--- src/design/icsum_pkg.sv ---
`default_nettype none

package icsum_pkg;

  // Item kinds carried on the input tuser bus.
  typedef enum logic [1:0] {
    KIND_ADDR    = 2'd0,
    KIND_HDR     = 2'd1,
    KIND_PAYLOAD = 2'd2
  } kind_e;

  localparam int unsigned SumW   = 16;
  localparam int unsigned CountW = 17;
  localparam int unsigned TotalW = 19;

  localparam logic [SumW-1:0]   IcmpHeaderBytes = 16'd8;
  localparam logic [CountW-1:0] PayloadLimit    = 17'd65527;
  localparam logic [CountW-1:0] CountMax        = 17'h1ffff;

  // One input item after unpacking from the stream bus.
  typedef struct packed {
    kind_e        kind;
    logic [63:0]  address_chunk;
    logic [7:0]   next_header;
    logic [7:0]   icmp_type;
    logic [7:0]   icmp_code;
    logic [15:0]  ident;
    logic [15:0]  sequence_req;
    logic [7:0]   payload_byte;
    logic         last;
  } in_item_t;

  // Message state handed from the accumulator to the finishing stage.
  typedef struct packed {
    logic [SumW-1:0]   sum;
    logic [SumW-1:0]   pad_word;
    logic [CountW-1:0] count;
  } fin_t;

  // Fold a wide sum back into 16 bits with end-around carry. Two folds are
  // enough for a sum of up to eight 16-bit words.
  function automatic logic [SumW-1:0] ones_fold(input logic [TotalW-1:0] x);
    logic [SumW:0] t1;
    logic [SumW:0] t2;
    t1 = {1'b0, x[SumW-1:0]} + {{(SumW+1-(TotalW-SumW)){1'b0}}, x[TotalW-1:SumW]};
    t2 = {1'b0, t1[SumW-1:0]} + {{SumW{1'b0}}, t1[SumW]};
    return t2[SumW-1:0];
  endfunction

endpackage

`default_nettype wire

--- src/design/icsum_accum.sv ---
`default_nettype none

module icsum_accum (
  input  wire logic               clk_i,
  input  wire logic               rst_ni,
  input  wire logic               fire_i,
  input  wire icsum_pkg::in_item_t item_i,
  output icsum_pkg::fin_t         fin_o
);

  logic [icsum_pkg::SumW-1:0]   sum_q, sum_d;
  logic [icsum_pkg::CountW-1:0] count_q, count_d;
  logic [7:0]                   held_q, held_d;
  logic                         odd_q, odd_d;

  logic [icsum_pkg::SumW-1:0]   w0, w1, w2, w3;
  logic [icsum_pkg::TotalW-1:0] total;

  // Select the words this item contributes.
  always_comb begin
    w0 = '0;
    w1 = '0;
    w2 = '0;
    w3 = '0;
    held_d = held_q;
    odd_d  = odd_q;
    case (item_i.kind)
      icsum_pkg::KIND_ADDR: begin
        w0 = item_i.address_chunk[63:48];
        w1 = item_i.address_chunk[47:32];
        w2 = item_i.address_chunk[31:16];
        w3 = item_i.address_chunk[15:0];
      end
      icsum_pkg::KIND_HDR: begin
        w0 = {8'h00, item_i.next_header};
        w1 = {item_i.icmp_type, item_i.icmp_code};
        w2 = item_i.ident;
        w3 = item_i.sequence_req;
      end
      icsum_pkg::KIND_PAYLOAD: begin
        if (odd_q) begin
          w0    = {held_q, item_i.payload_byte};
          odd_d = 1'b0;
        end else begin
          held_d = item_i.payload_byte;
          odd_d  = 1'b1;
        end
      end
      default: begin
      end
    endcase
  end

  // Ones'-complement sum of the running value and up to four new words.
  always_comb begin
    total = {3'b000, sum_q} + {3'b000, w0} + {3'b000, w1}
          + {3'b000, w2} + {3'b000, w3};
    sum_d = icsum_pkg::ones_fold(total);
  end

  // Saturating payload byte count.
  always_comb begin
    count_d = count_q;
    if (item_i.kind == icsum_pkg::KIND_PAYLOAD && count_q != icsum_pkg::CountMax) begin
      count_d = count_q + 17'd1;
    end
  end

  // State as it stands after this item, for the finishing stage.
  always_comb begin
    fin_o.sum      = sum_d;
    fin_o.pad_word = odd_d ? {held_d, 8'h00} : '0;
    fin_o.count    = count_d;
  end

  // Message state; a last item clears it for the next message.
  always_ff @(posedge clk_i or negedge rst_ni) begin
    if (!rst_ni) begin
      sum_q   <= '0;
      count_q <= '0;
      held_q  <= '0;
      odd_q   <= 1'b0;
    end else if (fire_i) begin
      if (item_i.last) begin
        sum_q   <= '0;
        count_q <= '0;
        held_q  <= '0;
        odd_q   <= 1'b0;
      end else begin
        sum_q   <= sum_d;
        count_q <= count_d;
        held_q  <= held_d;
        odd_q   <= odd_d;
      end
    end
  end

endmodule

`default_nettype wire

--- src/design/icsum_final.sv ---
`default_nettype none

module icsum_final (
  input  wire logic            clk_i,
  input  wire logic            rst_ni,
  input  wire logic            load_i,
  input  wire icsum_pkg::fin_t fin_i,
  output logic                 in_ready_o,
  output logic                 out_valid_o,
  input  wire logic            out_ready_i,
  output logic [15:0]          checksum_value_o,
  output logic                 length_error_o
);

  icsum_pkg::fin_t fin_q;
  logic            fin_v_q, fin_v_d;
  logic [15:0]     chk_q, chk_d;
  logic            err_q, err_d;
  logic            out_v_q, out_v_d;

  logic                         move;
  logic [icsum_pkg::SumW-1:0]   len_word;
  logic [icsum_pkg::TotalW-1:0] total;

  // A finished message moves on when the result register is free or emptying.
  assign move       = fin_v_q && (!out_v_q || out_ready_i);
  assign in_ready_o = !fin_v_q || move;

  // Pad word, upper-layer length and complement.
  always_comb begin
    len_word = fin_q.count[icsum_pkg::SumW-1:0] + icsum_pkg::IcmpHeaderBytes;
    total    = {3'b000, fin_q.sum} + {3'b000, fin_q.pad_word} + {3'b000, len_word};
    chk_d    = ~icsum_pkg::ones_fold(total);
    err_d    = fin_q.count > icsum_pkg::PayloadLimit;
  end

  always_comb begin
    fin_v_d = fin_v_q;
    if (load_i) begin
      fin_v_d = 1'b1;
    end else if (move) begin
      fin_v_d = 1'b0;
    end
    out_v_d = out_v_q;
    if (move) begin
      out_v_d = 1'b1;
    end else if (out_ready_i) begin
      out_v_d = 1'b0;
    end
  end

  // Valid flags.
  always_ff @(posedge clk_i or negedge rst_ni) begin
    if (!rst_ni) begin
      fin_v_q <= 1'b0;
      out_v_q <= 1'b0;
    end else begin
      fin_v_q <= fin_v_d;
      out_v_q <= out_v_d;
    end
  end

  // Payload registers.
  always_ff @(posedge clk_i) begin
    if (load_i) begin
      fin_q <= fin_i;
    end
    if (move) begin
      chk_q <= chk_d;
      err_q <= err_d;
    end
  end

  assign out_valid_o      = out_v_q;
  assign checksum_value_o = chk_q;
  assign length_error_o   = err_q;

endmodule

`default_nettype wire

--- src/design/icmpv6_checksum_engine_unit.sv ---
`default_nettype none

// ICMPv6 checksum engine. Feed each message as four address items (kind 0,
// source then destination, 64 bits each, big-endian), one header item
// (kind 1) and one payload byte per item (kind 2), with tlast on the final
// item; one result per message appears on the output stream holding the
// checksum field word and a length error flag for payloads over 65527
// bytes. The engine takes one item every cycle while input ready is high:
// the ones'-complement add of up to four words into the running sum is a
// single registered step, and the pad, length and complement of a finished
// message are done in a separate result stage that feeds the output
// register. Input ready drops only while a finished message waits behind a
// result that the output side has not taken.
module icmpv6_checksum_engine_unit (
  input  wire logic         clk_i,
  input  wire logic         rst_ni,
  input  wire logic         s_axis_tvalid_i,
  output logic              s_axis_tready_o,
  // address_chunk[63:0], next_header[71:64], icmp_type[79:72],
  // icmp_code[87:80], ident[103:88], sequence_req[119:104],
  // payload_byte[127:120]
  input  wire logic [127:0] s_axis_tdata_i,
  // kind[1:0]
  input  wire logic [1:0]   s_axis_tuser_i,
  input  wire logic         s_axis_tlast_i,
  output logic              m_axis_tvalid_o,
  input  wire logic         m_axis_tready_i,
  // checksum_value[15:0]
  output logic [15:0]       m_axis_tdata_o,
  // length_error[0]
  output logic              m_axis_tuser_o
);

  icsum_pkg::in_item_t item;
  icsum_pkg::fin_t     fin;
  logic                fire;

  // Unpack the input item.
  always_comb begin
    item.kind          = icsum_pkg::kind_e'(s_axis_tuser_i);
    item.address_chunk = s_axis_tdata_i[63:0];
    item.next_header   = s_axis_tdata_i[71:64];
    item.icmp_type     = s_axis_tdata_i[79:72];
    item.icmp_code     = s_axis_tdata_i[87:80];
    item.ident         = s_axis_tdata_i[103:88];
    item.sequence_req  = s_axis_tdata_i[119:104];
    item.payload_byte  = s_axis_tdata_i[127:120];
    item.last          = s_axis_tlast_i;
  end

  assign fire = s_axis_tvalid_i && s_axis_tready_o;

  icsum_accum u_accum (
    .clk_i  (clk_i),
    .rst_ni (rst_ni),
    .fire_i (fire),
    .item_i (item),
    .fin_o  (fin)
  );

  icsum_final u_final (
    .clk_i            (clk_i),
    .rst_ni           (rst_ni),
    .load_i           (fire && s_axis_tlast_i),
    .fin_i            (fin),
    .in_ready_o       (s_axis_tready_o),
    .out_valid_o      (m_axis_tvalid_o),
    .out_ready_i      (m_axis_tready_i),
    .checksum_value_o (m_axis_tdata_o),
    .length_error_o   (m_axis_tuser_o)
  );

endmodule

`default_nettype wire

--- config.mk ---
export PLATFORM = sky130hd
export DESIGN_NAME = icmpv6_checksum_engine_unit
export DESIGN_NICKNAME = d
export VERILOG_FILES = /design/src/design/icsum_pkg.sv /design/src/design/icsum_accum.sv /design/src/design/icsum_final.sv /design/src/design/icmpv6_checksum_engine_unit.sv
export SDC_FILE = /design/constraint.sdc
export NUM_CORES = 1
export LEC_CHECK = 0
export ABC_AREA = 1
export BUFFER_PORTS_ARGS = -buffer_cell sky130_fd_sc_hd__buf_2
export CORE_MARGIN = 3
export CORE_UTILIZATION = 40
export CTS_BUF_LIST = sky130_fd_sc_hd__clkbuf_8
export CTS_CLUSTER_SIZE = 25
export DETAILED_ROUTE_END_ITERATION = 8
export MAX_ROUTING_LAYER = met4
export PLACE_DENSITY = 0.67
export SYNTH_ARGS = -nofsm -noshare
export SYNTH_HDL_FRONTEND = slang
export SYNTH_SLANG_ARGS = --single-unit
--- constraint.sdc ---
create_clock -name clk_i -period 11.2 [get_ports clk_i]
set_clock_uncertainty 0.15 [all_clocks]
set_input_delay 0.56 -clock clk_i [delete_from_list [all_inputs] [get_ports clk_i]]
set_output_delay 0.56 -clock clk_i [all_outputs]
set_load 0.03 [all_outputs]
### After elaboration in Yosys (flattened, before gate mapping)

Cells that the tools add are included.

| storage, ports and cells | value |
|---|---|
| bits in registers | 110 |
| input port bits | 135 |
| output and inout bits | 19 |
| logic and storage cells | 58 |

| cells by class | value |
|---|---|
| add/sub/neg operators | 12 |
| $lt $le $gt $ge | 1 |
| equality and inequality tests | 3 |
| muxes and demuxes | 18 |
| bitwise operators | 1 |
| reductions and logical operators | 11 |

Operators by type and width:

| kind | number |
|---|---|
| $pmux W16 S2 | 3 |
| $add A19 B16 Y19 | 4 |
| $pmux W16 S3 | 1 |
| $add A16 B16 Y17 | 2 |
| $add A16 B3 Y17 | 2 |
| $mux W17 | 2 |
| $add A16 B1 Y16 | 2 |
| $mux W16 | 2 |
| $mux W8 | 3 |
| $add A17 B1 Y17 const B | 1 |
| $gt A17 B16 Y1 const B | 1 |
| $ne A17 B17 Y1 const B | 1 |
| $add A16 B4 Y16 const B | 1 |
| $not A16 Y16 | 1 |
| $mux W1 | 7 |
| $logic_and A1 B1 Y1 | 4 |
| $reduce_bool A2 Y1 | 2 |
| $eq A2 B1 Y1 const B | 1 |
| $eq A2 B2 Y1 const B | 1 |
| $logic_not A1 Y1 | 2 |
| $logic_not A2 Y1 | 1 |
| $logic_or A1 B1 Y1 | 2 |

### Longest topological paths before layout

| depth | value |
|---|---|
| depth in word-level cells | 9 |
| mapped depth | 57 |
| depth with buffers taken out | 57 |

### Cells and area by module

From an unflattened synthesis, not the netlist that was laid out.

| unflattened totals | value |
|---|---|
| cell total of the unflattened synthesis | 1332 |
| area total of the unflattened synthesis | 10432.5 um^2 |

Modules (own cells, without submodules):

| module | times used | cells an instance | area an instance (um^2) |
|---|---|---|---|
| icsum_accum | 1 | 863 | 6002.0 |
| icsum_final | 1 | 465 | 4413.0 |
| icmpv6_checksum_engine_unit | 1 | 4 | 17.5 |

### Worst setup path before layout

OpenSTA, ideal clock, no wires.

| path | value |
|---|---|
| path type | input -> register |
| start | in s_axis_tuser_i[1] |
| end | reg u_final.fin_q[47] in the netlist's numbering, data pin |
| data arrival time | 7.936 ns |
| required time | 10.795 ns |
| path slack | 2.859 ns |
| stages | 51 |
| buffers on the path | 2 |
| path through | inv_1 -> clkbuf_1 -> clkbuf_1 -> nand3_1 -> nand3_1 -> ha_1 -> fa_1 -> nand3_1 -> nand2_1 -> nand4_1 -> nand2_1 -> nand2_1 -> a21oi_1 -> a31oi_1 -> o21ai_0 -> xnor2_1 -> inv_1 -> fa_1 -> (+15 left out) -> nor2_2 -> nand2_4 -> nor2_4 -> nand2_1 -> nor2_1 -> nand3_1 -> nor2_1 -> ha_1 -> nand3_1 -> nor2_1 -> nand3_1 -> nor2_1 -> nand2_1 -> nor2_4 -> nand2_2 -> nor2_4 -> nand4_1 -> and2_1 |

RTL lines:

| what | line | RTL |
|---|---|---|
| start: declaration | icmpv6_checksum_engine_unit.sv:24 | `input wire logic [1:0] s_axis_tuser_i,` |
| end signal: assignment | icsum_final.sv:66 | `fin_q <= fin_i;` |
| end: declaration | icsum_final.sv:15 | `icsum_pkg::fin_t fin_q;` |

==> impl_metrics.json <==
{
  "reg2reg_depth": 51,
  "dp_cells": 2001,
  "drive_gt1_share_pct": 14.6,
  "cts.sinks": 102,
  "met3_usage_pct": 2.17,
  "globalRouteMet1Util_pct": 26.3,
  "final_common_cell": "nand2_1",
  "drc": 0,
  "synth_fa_ha_area_share_pct": 15.3,
  "cp.arrival_ns": 9.29,
  "cts_resized": 0,
  "instances_no_fill": 2017,
  "drtAntennaViolNets": 0,
  "reg2reg_to": "u_final.fin_q[46]",
  "mostFrequentLayoutCells": "nand2_1 (401), inv_1 (275), nand3_1 (225)",
  "vias_per_cell": 5.03,
  "yosys.area_share.simple_pct": 34.2,
  "crit_type": "in2reg",
  "num_rows": 59,
  "fmax_mhz": 108,
  "ys_warn_count": 0,
  "antenna_found_initial": 0,
  "ys_seq_area_share_pct": 26.7,
  "drv_cap": 0,
  "via_count": 10100,
  "hold_path_class": "in2async",
  "slew_violations": 0,
  "power.density_nw_per_um2": 308,
  "clockRootBuffer": "clkbuf_8",
  "r2r-start": "u_accum.odd_q",
  "required_ns": 11.20,
  "ys_types": 39,
  "worst_pin_slew_ns": 1.13,
  "design_area_um2": 12000,
  "clkLatencyLatePin_ns": 0.41,
  "leakage_nw": 6.44,
  "synth_compound_area_share_pct": 7.61,
  "cts_setup_buffers": 0,
  "cts_tree": "built",
  "drt-wirelength-per-cell_um": 14.2,
  "end_kind": "register",
  "chipHeight_um": 169,
  "nets": 1920,
  "grt_pass1_wl_um": 47000,
  "rsz0062_at_grt": "false",
  "gp_congestion": 0.936,
  "core_area_um2": 26100,
  "slew_headroom_pct": 24.5,
  "start_util_pct": 40.8,
  "groute.usage.overall_pct": 21.0,
  "ys_seq_elements": 102,
  "setup_viol": 0,
  "die_area_um2": 28600,
  "synth_mux_area_share_pct": 0,
  "fin_crit_sh_pct": 82.9,
  "met2_usage_pct": 35.8,
  "synth-xor-area-share_pct": 4.85,
  "drtPass1Iterations": 5,
  "top_usage_layer": "met2",
  "ios": 154,
  "clkSlewWorstSetupHoldPaths_ns": 0.15,
  "cp-startpoint": "s_axis_tuser_i[0]",
  "numCtsBuffers": 9,
  "max-clock-path-buffers": 2,
  "postCtsHoldBufs": 0,
  "cts_max_level": 3,
  "grt_overflow_total": 0,
  "fin_crit_ns": 9.29,
  "slowest_stage": "buf_2",
  "syn_avg_cell_area_um2": 6.90,
  "grt_pass1_vias": 9447,
  "fin_util_pct": 45.7,
  "synth_area_um2": 10700,
  "syn_nets": 1787,
  "postSynthCellCount": 1544,
  "die-width_um": 169,
  "place_area_um2": 11700,
  "cpMostUsedCell": "nand2_1",
  "tns_ns": 0,
  "grt_start_max_net_pins": 120,
  "worstPathMaxFanout": 58,
  "place_hpwl_um": 23900,
  "status": "finished, final reports clean",
  "wl_um": 28600,
  "rrSetupSlack_ns": 2.48,
  "antenna_cells": 0,
  "synth_top_family_by_area": "simple AND/OR/NAND/NOR gates",
  "drt-initial-drc-count": 491,
  "cp-start-kind": "input port",
  "slowest_delay_ns": 0.72,
  "finalHoldViolCount": 0,
  "vdd_drop_max_mv": 0.114,
  "io_buffers": 153,
  "areaGrowthSynthToFinish_pct": 12.2
}
-- state kept, by name, summed over array words and instances, names as in the netlist --
register and cells:
u_accum.count_q 17, u_accum.held_q 8, u_accum.odd_q 1, u_accum.sum_q 16, u_final.checksum_value_o 16, u_final.fin_q 41
u_final.fin_v_q 1, u_final.length_error_o 1, u_final.out_valid_o 1
-- metrics by stage --
step                hold slack (ns)  power [mW]  setup WS, ns
finish                        0.163        3.68          1.91
global route                  0.238        4.11         0.968
global placement              0.323        3.38          1.80
detailed placement            0.325        3.42          1.58
CTS                           0.196        3.69          1.98
floorplan                     0.114        2.70          2.86
-- worst max-delay path: cells and delay by family --
kind                       cells  cell delay, ns
buffers and inverters          9            1.74
xor gates and xnor gates       2            0.34
and+or+nand+nor               27            2.88
adders and majority gates      6            2.37
AOI/OAI and AO/OA              7            1.34
-- metal layers --
metal  up-vias  share of wire (%)
met1      4588                 43
met5         -                  0
met3        48                4.6
met4         0                3.1
li1       5226                  -
met2       279                 49
-- worst max path at each step --
stage,to,slack [ns],cells after the start
after CTS,u_final.fin_q[46],1.98,51
after floorplan,u_final.fin_q[47],2.86,51
after global routing,u_final.fin_q[46],0.97,53
final,u_final.fin_q[46],1.91,51
after global placement,u_final.fin_q[47],1.80,50
after detailed placement,u_final.fin_q[47],1.58,50
-- area by class of cell --
type / count / area (um2)
multi-input combinational: 1122 / 6610
inverter: 286 / 1070
sequential: 102 / 2840
fill: 2695 / 14200
timing repair buffer: 156 / 788
clock inverter: 7 / 91.3
clock buffer: 9 / 124
tap: 335 / 419
-- logic make-up after synthesis --
family / count (synthesis)
AO/OA/AOI/OAI: 142
flip-flops: 102
adder cells (fa/ha/maj): 108
AND/OR/NAND/NOR: 813
buffers and inverters: 320
XOR/XNOR: 59
-- Yosys cell counts --
cell type	instances	area (um2)
and2_1	3	18.8
o21bai_1	6	45.0
o21ai_0	51	255
a31oi_1	6	37.5
xnor2_1	15	131
nand2_4	1	11.3
o41ai_1	1	8.76
nor3_2	3	30.0
o21ai_1	1	5.00
nand2_1	401	1510
o22ai_1	16	100
nand2_2	28	175
nor4_1	2	12.5
nor2_4	7	78.8
nand4_1	24	150
buf_6	1	11.3
o211ai_1	1	7.51
nand3_1	225	1130
o21ai_2	2	17.5
nor2_1	91	342
fa_1	37	741
nand3b_1	1	7.51
edfxtp_1	58	1740
buf_2	1	5.00
nand3_2	8	80.1
a21boi_0	2	15.0
a41oi_1	1	8.76
inv_2	10	37.5
ha_1	71	888
nor3_1	8	40.0
dfrtp_1	44	1100
nor2_2	11	68.8
a22o_1	8	70.1
xor2_1	44	385
clkbuf_1	25	93.8
inv_1	276	1040
a21oi_1	45	225
buf_1	7	26.3
a21o_1	2	15.0
-- report_power, final --
| part | total (mW) | internal [mW] | switching (mW) |
|---|---|---|---|
| registers | 0.590 | 0.554 | 0.0360 |
| clock network | 0.258 | 0.0931 | 0.165 |
| logic | 2.83 | 0.889 | 1.95 |
(Power assumes the default switching activity.)
